===== src/design/trajectory_kinematics_estimator_defines.svh =====
// Assertion macros shared by the trajectory kinematics estimator RTL.
`ifndef TRAJECTORY_KINEMATICS_ESTIMATOR_DEFINES_SVH
`define TRAJECTORY_KINEMATICS_ESTIMATOR_DEFINES_SVH

// Implication checked in the same cycle.
`define TKE_ASSERT_IMPL(label, ante, cons, msg) \
  label: assert property (@(posedge clk) disable iff (!rst_n) (ante) |-> (cons)) else $error(msg);

// Implication checked in the next cycle.
`define TKE_ASSERT_NEXT(label, ante, cons, msg) \
  label: assert property (@(posedge clk) disable iff (!rst_n) (ante) |=> (cons)) else $error(msg);

`endif


===== src/design/tke_pkg.sv =====
// Types, constants and helper functions of the trajectory kinematics estimator.
`default_nettype none
package tke_pkg;

  // Register indexes on the configuration port
  localparam logic [1:0] REG_MIN_INTERVAL = 2'd0;
  localparam logic [1:0] REG_GRIP_LIMIT   = 2'd1;
  localparam logic [1:0] REG_RISK_ONSET   = 2'd2;

  localparam logic [19:0] MIN_INTERVAL_RST = 20'd1000;
  localparam logic [16:0] GRIP_LIMIT_RST   = 17'd7848;
  localparam logic [15:0] RISK_ONSET_RST   = 16'd39322;

  localparam logic [32:0] US_PER_S = 33'd1000000;

  // Shared divider widths: dividend up to 2^52 plus rounding, divisor up to 2^34
  localparam int DIV_DVD_W = 53;
  localparam int DIV_DVS_W = 34;

  localparam logic [4:0] CORDIC_LAST = 5'd30;

  typedef enum logic [4:0] {
    ST_IDLE, ST_START, ST_NEW, ST_DT, ST_RMUL, ST_RADD, ST_RGO, ST_RWAIT,
    ST_ACC, ST_FINAL, ST_COMMIT,
    ST_E_SQ1, ST_E_SQ2, ST_E_SQRT, ST_E_RND, ST_E_COR0, ST_E_COR, ST_E_CORF,
    ST_E_RISK0, ST_E_RISK1, ST_E_RISK2, ST_E_RISK3, ST_E_RGO, ST_E_RWAIT, ST_E_OUT
  } st_t;

  typedef enum logic [1:0] {TGT_VX, TGT_VY, TGT_AX, TGT_AY} tgt_t;

  typedef struct packed {
    logic busy;
    logic done;
  } tke_div_stat_t;

  // CORDIC arctangent table, 2^32 = full turn
  function automatic logic [31:0] atan_ent(input logic [4:0] i);
    logic [31:0] r;
    case (i)
      5'd0:  r = 32'd536870912;
      5'd1:  r = 32'd316933406;
      5'd2:  r = 32'd167458907;
      5'd3:  r = 32'd85004756;
      5'd4:  r = 32'd42667331;
      5'd5:  r = 32'd21354465;
      5'd6:  r = 32'd10679838;
      5'd7:  r = 32'd5340245;
      5'd8:  r = 32'd2670163;
      5'd9:  r = 32'd1335087;
      5'd10: r = 32'd667544;
      5'd11: r = 32'd333772;
      5'd12: r = 32'd166886;
      5'd13: r = 32'd83443;
      5'd14: r = 32'd41722;
      5'd15: r = 32'd20861;
      5'd16: r = 32'd10430;
      5'd17: r = 32'd5215;
      5'd18: r = 32'd2608;
      5'd19: r = 32'd1304;
      5'd20: r = 32'd652;
      5'd21: r = 32'd326;
      5'd22: r = 32'd163;
      5'd23: r = 32'd81;
      5'd24: r = 32'd41;
      5'd25: r = 32'd20;
      5'd26: r = 32'd10;
      5'd27: r = 32'd5;
      5'd28: r = 32'd3;
      5'd29: r = 32'd1;
      5'd30: r = 32'd1;
      default: r = 32'd0;
    endcase
    return r;
  endfunction

  // Apply sign to a rate quotient and saturate to 32-bit signed
  function automatic logic [31:0] sat_rate(input logic [52:0] q, input logic neg);
    logic [31:0] r;
    if (neg) begin
      if (q > 53'h80000000) r = 32'h80000000;
      else r = ~q[31:0] + 32'd1;
    end else begin
      if (q > 53'h7fffffff) r = 32'h7fffffff;
      else r = q[31:0];
    end
    return r;
  endfunction

  // Magnitude of a 32-bit signed value
  function automatic logic [32:0] abs33(input logic [31:0] v);
    logic [32:0] e;
    e = {v[31], v};
    return v[31] ? (~e + 33'd1) : e;
  endfunction

endpackage
`default_nettype wire


===== src/design/tke_div.sv =====
// Restoring divider, one quotient bit per cycle.
`default_nettype none
module tke_div
  import tke_pkg::*;
#(
  parameter int DVD_W = DIV_DVD_W,
  parameter int DVS_W = DIV_DVS_W
) (
  input  wire logic             clk,
  input  wire logic             rst_n,
  input  wire logic             go,
  input  wire logic [DVD_W-1:0] dividend,
  input  wire logic [DVS_W-1:0] divisor,
  output logic      [DVD_W-1:0] quotient,
  output tke_div_stat_t         stat
);
  localparam int CW = $clog2(DVD_W + 1);

  logic             busy_r, busy_nxt, done_r, done_nxt;
  logic [CW-1:0]    cnt_r;
  logic [DVD_W-1:0] q_r;
  logic [DVS_W-1:0] rem_r, dvs_r;
  logic [DVS_W:0]   shifted, diff;
  logic             ge;

  // trial subtraction of the shifted remainder
  assign shifted = {rem_r, q_r[DVD_W-1]};
  assign ge      = shifted >= {1'b0, dvs_r};
  assign diff    = shifted - {1'b0, dvs_r};

  always_comb begin
    busy_nxt = busy_r;
    done_nxt = 1'b0;
    if (go) begin
      busy_nxt = 1'b1;
    end else if (busy_r && cnt_r == CW'(1)) begin
      busy_nxt = 1'b0;
      done_nxt = 1'b1;
    end
  end

  always_ff @(posedge clk) begin
    if (!rst_n) begin
      busy_r <= 1'b0;
      done_r <= 1'b0;
    end else begin
      busy_r <= busy_nxt;
      done_r <= done_nxt;
    end
  end

  // load operands, then shift in one quotient bit per cycle
  always_ff @(posedge clk) begin
    if (go) begin
      cnt_r <= CW'(DVD_W);
      q_r   <= dividend;
      rem_r <= '0;
      dvs_r <= divisor;
    end else if (busy_r) begin
      cnt_r <= cnt_r - CW'(1);
      q_r   <= {q_r[DVD_W-2:0], ge};
      rem_r <= ge ? diff[DVS_W-1:0] : shifted[DVS_W-1:0];
    end
  end

  assign quotient  = q_r;
  assign stat.busy = busy_r;
  assign stat.done = done_r;
endmodule
`default_nettype wire


===== config.mk =====
export PLATFORM = sky130hd
export DESIGN_NAME = tke_div
export DESIGN_NICKNAME = d
export VERILOG_FILES = /design/src/design/trajectory_kinematics_estimator_defines.svh /design/src/design/tke_pkg.sv /design/src/design/tke_div.sv
export SDC_FILE = /design/constraint.sdc
export NUM_CORES = 1
export LEC_CHECK = 0
export ABC_AREA = 1
export CAP_MARGIN = 20
export CORE_ASPECT_RATIO = 1.75
export CORE_MARGIN = 10
export CORE_UTILIZATION = 50
export CTS_CLUSTER_DIAMETER = 150
export CTS_CLUSTER_SIZE = 30
export DETAILED_ROUTE_END_ITERATION = 8
export DONT_BUFFER_PORTS = 1
export HOLD_SLACK_MARGIN = 0.03
export PLACE_DENSITY = 0.68
export SETUP_SLACK_MARGIN = 0.05
export SLEW_MARGIN = 20
export SYNTH_ARGS = -nofsm -noshare
export SYNTH_HDL_FRONTEND = slang
export SYNTH_SLANG_ARGS = --single-unit

===== constraint.sdc =====
create_clock -name clk -period 4.5 [get_ports clk]
set_input_delay 0 -clock clk [delete_from_list [all_inputs] [get_ports clk]]
set_output_delay 0 -clock clk [all_outputs]
set_load 0.01 [all_outputs]

==> flow_summary.toml, run 1 <==
[synth]
syn_area_um2 = 8045
ys_types = 38
synth-edff-count = 87
async_flop_share = 0
syn_inst = 1086
ys_seq_area_frac = 0.4292
ys_ff_latch = 129
yosysTopAreaCell = "edfxtp_1"
synth_fp_nets = 1213
avgSynthCellArea_um2 = 7.408
synth_top_area_share = 0.3247
yosysWarnings = 0
ys_top_cells_by_area = "edfxtp_1 (32%), nand2_1 (20%), dfxtp_1 (10%)"
synth_flop_cell = "edfxtp_1"

[clock_tree]
cts_made_buffers = 17
post_cts_buffers = 0
clock_sinks = 129
worstSkewPairLatency_ps = 430
cts_root_buf = "clkbuf_16"
htreeDepth = 4
cts_tree = "yes"
clk_pin_slew_ps = 60
cts_max_path_buffers = 2
post_cts_resized = 0
ctsHoldBuffers = 91

[drt]
drc = 0
drtPass1Iterations = 4
vias = 7114
ant_nets = 0
drt_iter0_drc = 352
wl_um = 22220
wire_per_inst_um = 16.18
viasPerCell = 5.181

[layout]
area_delta_synth_final_pct = 20.34
nets = 1297
layout.cells.most_common = "nand2_1"
mostFrequentLayoutCells = "nand2_1 (430), inv_1 (180), dlygate4sd3_1 (90), nand3_1 (89), edfxtp_1 (87)"
layout-drive-gt1-share = 0.06762

[worst_setup_path]
crit_type = "register to register"
critPathLaunch = "dvs_r[32]"
r2r-start = "dvs_r[32]"
worstSetupEndpointType = "register"
r2r-end = "rem_r[2]"
crit_required_ps = 4780
crit_arrival_ps = 2860
path_max_fanout = 22
crit_end = "rem_r[2]"
reg2regPathDepth = 12
ff2ff_setup_slack_ps = 1920
critPathLaunchType = "register"

[sta]
fmax_mhz = 387.8
worst_pin_slew_ps = 917.5
final_hold_viol_count = 0
maxSlewViolCount = 0
rsz0062_at_grt = "no"
fin_skew_ps = 18.40
period_minus_slack_ps = 2579
max_slew_margin = 0.3869
whs_ps = 66.24
setup-violations-final = 0
period_share = 0.5731
fin_tns_setup_ps = 0

[place]
port_buffers = 0
dp_hpwl_um = 15570
gp_congestion = 0.9726

[floorplanning]
start_util = 0.5068
core_area_um2 = 15880
rows = 61
io_pins = 145
dieArea_um2 = 21760
fp.dieH_um = 187.8
die_w_um = 115.9

[global_route]
grt_max_degree = 93
antenna_found_initial = 1
grtUsageTotal = 0.2096
grt_pass1_wl_um = 36060
grt_pass1_vias = 7301
grt_overflow = 0

[min_path]
min_path_type = "primary input to register"
holdPathStages = 3

[run]
cap_violations = 0

[pwr]
p_leak_nw = 4.876
ir_drop_uv = 347.6
power.density_nw_per_um2 = 331.0

[status]
outcome = "completed"
## metrics by stage
stage | worst slack [ps] | util | area, um2 | power [mW] | std cells
after CTS | 1923 | 0.6096 | 9678 | 3.229 | 1372
after global routing | 1722 | 0.6099 | 9682 | 3.321 | 1373
after floorplan | 1664 | - | 8045 | 1.640 | 1086
after global placement | 1963 | 0.5127 | 8139 | 1.704 | 1249
final | 1921 | 0.6099 | 9682 | 3.204 | 1373
after detailed placement | 1936 | 0.5127 | 8139 | 1.707 | 1249
## worst min path at each step
stage	startpoint	slack, ps	to
floorplan	divisor[0]	100	dvs_r[0]
global placement	divisor[19]	100	dvs_r[19]
detailed placement	divisor[16]	100	dvs_r[16]
CTS	go	60	cnt_r[2]
global route	go	90	cnt_r[2]
finish	go	70	cnt_r[2]
## Yosys cell counts, types with 9 or more instances
library cell / number
nand3_2: 17
xnor2_1: 14
ha_1: 36
o21ai_0: 9
nand3b_1: 17
nor2_1: 49
inv_1: 181
dfxtp_1: 42
edfxtp_1: 87
nand3_1: 89
o21ai_1: 15
clkbuf_1: 15
nand2_1: 430
a21oi_1: 23
## report_power, final
part / leakage [nW] / switching, mW / total [mW] / internal, mW
clock network: 0.291 / 0.556 / 1.44 / 0.883
logic: 3.37 / 0.196 / 0.327 / 0.131
registers: 1.22 / 0.0752 / 1.44 / 1.36
## state kept, by name (all words and copies together) (netlist names)
signal,flops
quotient,53
dvs_r,34
busy_r,1
cnt_r,6
done_r,1
rem_r,34
## kinds of logic (layout without fill, tap and decap cells)
group / after synthesis / in the layout / share of synthesized area
AND/OR/NAND/NOR: 630 / 630 / 0.3439
other: 0 / 1 / 0
buffers and inverters: 216 / 313 / 0.1092
XOR/XNOR: 18 / 18 / 0.01960
AO/OA/AOI/OAI: 56 / 56 / 0.03966
flip-flops: 129 / 129 / 0.4292
adder cells (fa/ha/maj): 37 / 37 / 0.05848
## worst max-delay path, cell delays in order (launching register included)
cell and delay [ps]:
edfxtp_1 310, inv_1 40, ha_1 350, a21o_1 200
nand2_1 60, nand2_1 40, nor2_1 90, o21ai_1 120
a21oi_4 490, buf_4 400, nand3_1 110, nand3_1 90
o21ai_0 90
## routing by layer
layer / global-route usage / vias up / wire (um)
li1: - / 3573 / -
met1: 0.2092 / 3252 / 7924
met2: 0.3784 / 238 / 11980
met3: 0.06328 / 51 / 1522
met4: 0.1015 / 0 / 787
met5: 0 / - / 0
## layout make-up
type,count,area [um2]
clock buffers,19,432.9
clock inverters,13,177.7
multi-input cells,741,3721
inverters,186,699.4
flip-flops and latches,129,3453
diodes,1,2.502
fillers,1431,6193
repair buffers,95,958.4
well taps,189,236.5
Power figures use the tool's default switching activity.
==> run 2, diff against run 1 <==
clock period = 2.4 ns   (was 4.5 ns; I/O delays follow)
==> run 2 against run 1 <==
  * Sequential share of layout area down 0.82 points
  * Clock power up 72%
  * First-iteration DRC count up 1.7%
  * Critical path depth up 3
  * Setup slack worse by 1800 ps
  * Non-clock buffer count up 19
  * Clock skew down 2.1 ps
==> flow_summary.toml, run 2 (synthesis results as in run 1) <==
[layout]
largest_reg_flops = 53
antennaDiodeCount = 0
final_area_um2 = 9908
fill_cells = 1433
layout-drive-gt1-share = 0.09544
mostFrequentLayoutCells = "nand2_1 (425), inv_1 (180), dlygate4sd3_1 (90), nand3_1 (89), edfxtp_1 (87)"
fin_util = 0.6241
area_delta_synth_final_pct = 23.16
nets = 1319
layout.cells.most_common = "nand2_1"

[global_route]
grt_overflow = 0
grt_max_degree = 94
grtUsageTotal = 0.2127
grt_pass1_wl_um = 36420
antenna_found_initial = 0
grt_pass1_vias = 7453

[floorplanning]
dieArea_um2 = 21760
core_area_um2 = 15880
start_util = 0.5068
die_w_um = 115.9
rows = 61
fp.dieH_um = 187.8
io_pins = 145

[drt]
drt_iter0_drc = 358
top_layer_used = "met4"
drtPass1Iterations = 5
wl_um = 23210
ant_nets = 0
wire_per_inst_um = 16.65
viasPerCell = 5.213
route.met3.wl_um = 1620
met1_length_um = 7949
vias = 7267
met2_length_um = 12720
drc = 0

[sta]
max_slew_margin = 0.6479
period_share = 0.9334
setup_ws_ps = 159.7
fin_skew_ps = 16.29
fin_tns_setup_ps = 0
period_minus_slack_ps = 2240
setup-violations-final = 0
rsz0062_at_grt = "yes"
maxSlewViolCount = 0
worst_pin_slew_ps = 527.6
fmax_mhz = 446.4
final_hold_viol_count = 0

[status]
outcome = "completed"

[worst_setup_path]
crit_type = "register to register"
path_max_fanout = 4
critPathLaunchType = "register"
worstSetupEndpointType = "register"
r2r-start = "quotient[52]"
crit_required_ps = 2700
crit_arrival_ps = 2540
critPathLaunch = "quotient[52]"

[pwr]
ir_drop_uv = 508.3
power.density_nw_per_um2 = 587.9
p_leak_nw = 5.008
power_mw = 5.825

[clock_tree]
worstSkewPairLatency_ps = 430
clk_pin_slew_ps = 60
clock_sinks = 129
cts_made_buffers = 17
cts_root_buf = "clkbuf_16"
htreeDepth = 4
cts_max_path_buffers = 2
cts_tree = "yes"

[place]
dp_hpwl_um = 16080
dpl_cell_area_um2 = 8269
pre_cts_ws_ps = 8.088
port_buffers = 0
gp_congestion = 0.9479

[min_path]
min_path_type = "primary input to register"
hold_path.startpoint = "go"

[run]
cap_violations = 0
-- run 2: metal layers --
layer | vias up | GRT usage
met1 | 3324 | 0.1997
met3 | 57 | 0.06136
li1 | 3623 | -
met5 | - | 0
met4 | 0 | 0.1141
met2 | 263 | 0.3951
-- run 2: area by class of cell --
class	instances	area, um2	area share
Clock buffer	19	432.9	0.04369
Clock inverter	13	130.1	0.01313
Inverter	186	698.2	0.07046
Multi-Input combinational cell	744	3806	0.3841
Sequential cell	129	3453	0.3485
Tap cell	189	236.5	0.02387
Timing Repair Buffer	114	1151	0.1162
-- run 2: power breakdown --
group,switching [mW],internal (mW),total (mW)
Sequential,0.139,2.56,2.69
Combinational,0.381,0.266,0.646
Clock,1.04,1.45,2.48
Total,1.56,4.27,5.82
-- run 2: final timing paths --
kind          endpoint  cells after the start  slack, ps
max          rem_r[16]                     15        160
min          dvs_r[24]                      1         30
max reg2reg  rem_r[16]                     15        160
min reg2reg  rem_r[33]                      2        450
-- run 2: through the flow --
| stage | cells | hold WS (ps) |
|---|---|---|
| floorplan | 1086 | 98.87 |
| global placement | 1262 | 98.95 |
| detailed placement | 1262 | 98.94 |
| CTS | 1384 | 35.69 |
| global route | 1394 | 38.66 |
| finish | 1394 | 28.99 |
-- run 2: worst max-delay path, cell delays in order (launching register included) --
cell and delay (ps):
edfxtp_1 380, inv_1 90, ha_1 140, inv_1 70, fa_2 370, nand2_1 90, nand3_1 80, nand3_1 130
nand2_2 110, nand2_1 90, nand2_2 110, xnor2_2 150, buf_4 120, nand2_1 60, nand3_1 70, o21ai_1 70
-- run 2: repair_timing --
item | CTS | global route
endpoints found under the hold margin | 134 | 7
endpoints found under the setup margin | 2 | 33
pin swaps | 0 | 1
gates cloned | 0 | 3
gates resized for setup | 1 | 14
hold buffers | 90 | 1
setup buffers | 0 | 6
==> run 3, diff against run 2 <==
ABC_AREA = unset   (was 1)
==> run 3 against run 2 <==
  * Synthesized area down 12%
  * Non-clock buffer count up 174
  * Global-route usage grew 3.7 points
  * Final area is 9.8% higher
  * The flow now finishes with violations (negative hold slack, negative setup slack)
  * Critical path type unchanged
  * Combinational power increased to 3.4 times the previous value
  * Worst hold slack lost 370 ps
  * Via count is 4.4% lower
==> flow_summary.toml, run 3 <==
[sta]
whs_ps = -341.1
fmax_mhz = 287.4
fin_tns_setup_ps = -25490
worst_pin_slew_ps = 745.8
period_share = 1.450
setup_ws_ps = -1079
maxSlewViolCount = 0
fin_skew_ps = 15.51
rsz0062_at_grt = "yes"
max_slew_margin = 0.4998
final_hold_viol_count = 59
setup-violations-final = 35
period_minus_slack_ps = 3479

[layout]
fill_cells = 785
final_area_um2 = 10880
layout-drive-gt1-share = 0.3408
area_delta_synth_final_pct = 54.21
layout.cells.most_common = "dlygate4sd3_1"
ff_latch_area_um2 = 3455
largest_reg_flops = 53
multi_input_area_um2 = 3777
mostFrequentLayoutCells = "dlygate4sd3_1 (150), buf_4 (121), edfxtp_1 (87), mux2_2 (52), inv_1 (45)"
nets = 1056

[clock_tree]
clk_pin_slew_ps = 70
clock_sinks = 129
cts_tree = "yes"
worstSkewPairLatency_ps = 440
htreeDepth = 4
cts_made_buffers = 17
cts_root_buf = "clkbuf_16"
ctsHoldBuffers = 150
cts_max_path_buffers = 2

[synth]
ys_ff_latch = 129
avgSynthCellArea_um2 = 10.81
yosysWarnings = 0
syn_area_um2 = 7058
yosysTopAreaCell = "edfxtp_1"
synth_common_cells = "edfxtp_1 (87), nor2_1 (55), mux2_2 (52)"
ys_top_cells_by_area = "edfxtp_1 (37%), dfxtp_1 (12%), mux2_2 (8.3%)"
ys_seq_area_frac = 0.4893
synth_flop_cell = "edfxtp_1"
ys_types = 61
synth_fp_nets = 780
synth_top_area_share = 0.3701
synth-edff-count = 87
yosysMostFrequentCell = "edfxtp_1"
syn_inst = 653
async_flop_share = 0

[place]
gp_congestion = 0.8820
dp_hpwl_um = 13780
port_buffers = 0
dpl_cell_area_um2 = 8044

[min_path]
min_path_type = "primary input to register"

[worst_setup_path]
cpMostUsedCell = "buf_4"
worstSetupEndpointType = "register"
r2r-start = "dvs_r[7]"
crit_arrival_ps = 3770
crit_required_ps = 2700
reg2regPathDepth = 12
cp.buffers_inverters = 3
slowest_stage = "a311oi_2"
crit_family = "simple AND/OR/NAND/NOR gates"
max_stage_delay_ps = 460
crit_type = "register to register"
crit_chain = "inv_1, ha_1, buf_4, nand3_1, nor2_1, o211ai_1, and2_4, o21ai_4, a21oi_4, buf_4, or3_4, a311oi_2"
path_max_fanout = 5
critPathLaunch = "dvs_r[7]"
r2r-end = "rem_r[3]"
critPathLaunchType = "register"
path_depth = 12
crit_end = "rem_r[3]"
ff2ff_setup_slack_ps = -1080

[floorplanning]
io_pins = 145
fp.dieH_um = 177.2
dieArea_um2 = 19460
start_util = 0.5101
die_w_um = 109.8
core_area_um2 = 13840
rows = 57

[pwr]
p_leak_nw = 4.592
ir_drop_uv = 523.3
power.density_nw_per_um2 = 705.4

[drt]
drt_iter0_drc = 618
wire_per_inst_um = 26.25
drtPass1Iterations = 5
viasPerCell = 6.203
vias = 6947
ant_nets = 0
drc = 0
wl_um = 29400

[global_route]
antenna_found_initial = 1
grt_max_degree = 123
grtUsageTotal = 0.2500
grt_pass1_wl_um = 38030
grt_pass1_vias = 7037
grt_overflow = 0

[run]
cap_violations = 0

[status]
outcome = "finished, violations left"
violations = "negative hold slack, negative setup slack"
-- run 3: changes by cell type after synthesis, sizes merged, moves of 27 or more --
cell,change
nand3,-98
inv,-136
nand2,-406
mux2,+52
a211oi,+27
-- run 3: routing by layer --
layer	GRT usage	part of all wire	vias to the layer above	wire [um]
met3	0.07367	0.097	159	2858
met4	0.1117	0.066	0	1926
met1	0.2508	0.33	3317	9568
li1	-	-	2962	-
met2	0.4546	0.51	509	15050
met5	0	0	-	0
-- run 3: report_power, final --
part	total, mW	switching [mW]	leakage, nW	internal [mW]
sequential	2.83	0.221	1.21	2.60
combinational	2.18	1.06	3.09	1.11
clock	2.68	1.28	0.290	1.40
-- run 3: stage by stage --
step	setup slack (ps)	power, mW	hold WS, ps	std cells	utilization
3_5_place_dp	-317.7	4.198	96.11	913	0.5814
2_1_floorplan	-159.4	3.678	98.87	653	-
5_1_grt	-1129	7.879	-348.5	1120	0.7867
3_3_place_gp	-284.7	4.166	90.21	913	0.5814
4_1_cts	-292.0	7.145	-352.4	1111	0.7582
6_report	-1079	7.678	-341.1	1120	0.7867
-- run 3: repair_timing --
item                                   CTS  global route
pin swaps                               28            63
setup endpoints to repair               35            35
setup buffers                           18            11
endpoints found under the hold margin  158            59
gates cloned                             0             1
resized for setup                       54            73
-- run 3: cell type report --
type	instances	share of cell area
Clock inverter	15	0.01448
Antenna cell	1	0.0002299
Inverter	50	0.01724
Clock buffer	17	0.03908
Multi-Input combinational cell	443	0.3471
Tap cell	177	0.02035
Sequential cell	129	0.3174
Timing Repair Buffer	288	0.2442
-- run 3: cell families (layout without fill, tap and decap cells) --
kind of cell / after synthesis / count (layout) / share of synthesized area
flops: 129 / 129 / 0.4893
other cells: 0 / 1 / 0
fa+ha+maj: 37 / 37 / 0.06665
simple gates: 149 / 149 / 0.1010
compound gates: 161 / 161 / 0.1562
mux: 65 / 65 / 0.1014
buf+inv: 81 / 370 / 0.04698
xor+xnor: 31 / 31 / 0.03847
-- run 3: worst min-delay path by stage --
stage,start,end,depth (start not counted)
2_1_floorplan,divisor[0],dvs_r[0],0
3_5_place_dp,go,rem_r[24],1
6_report,go,rem_r[24],1
3_3_place_gp,go,rem_r[15],1
5_1_grt,go,rem_r[24],1
4_1_cts,go,rem_r[24],1
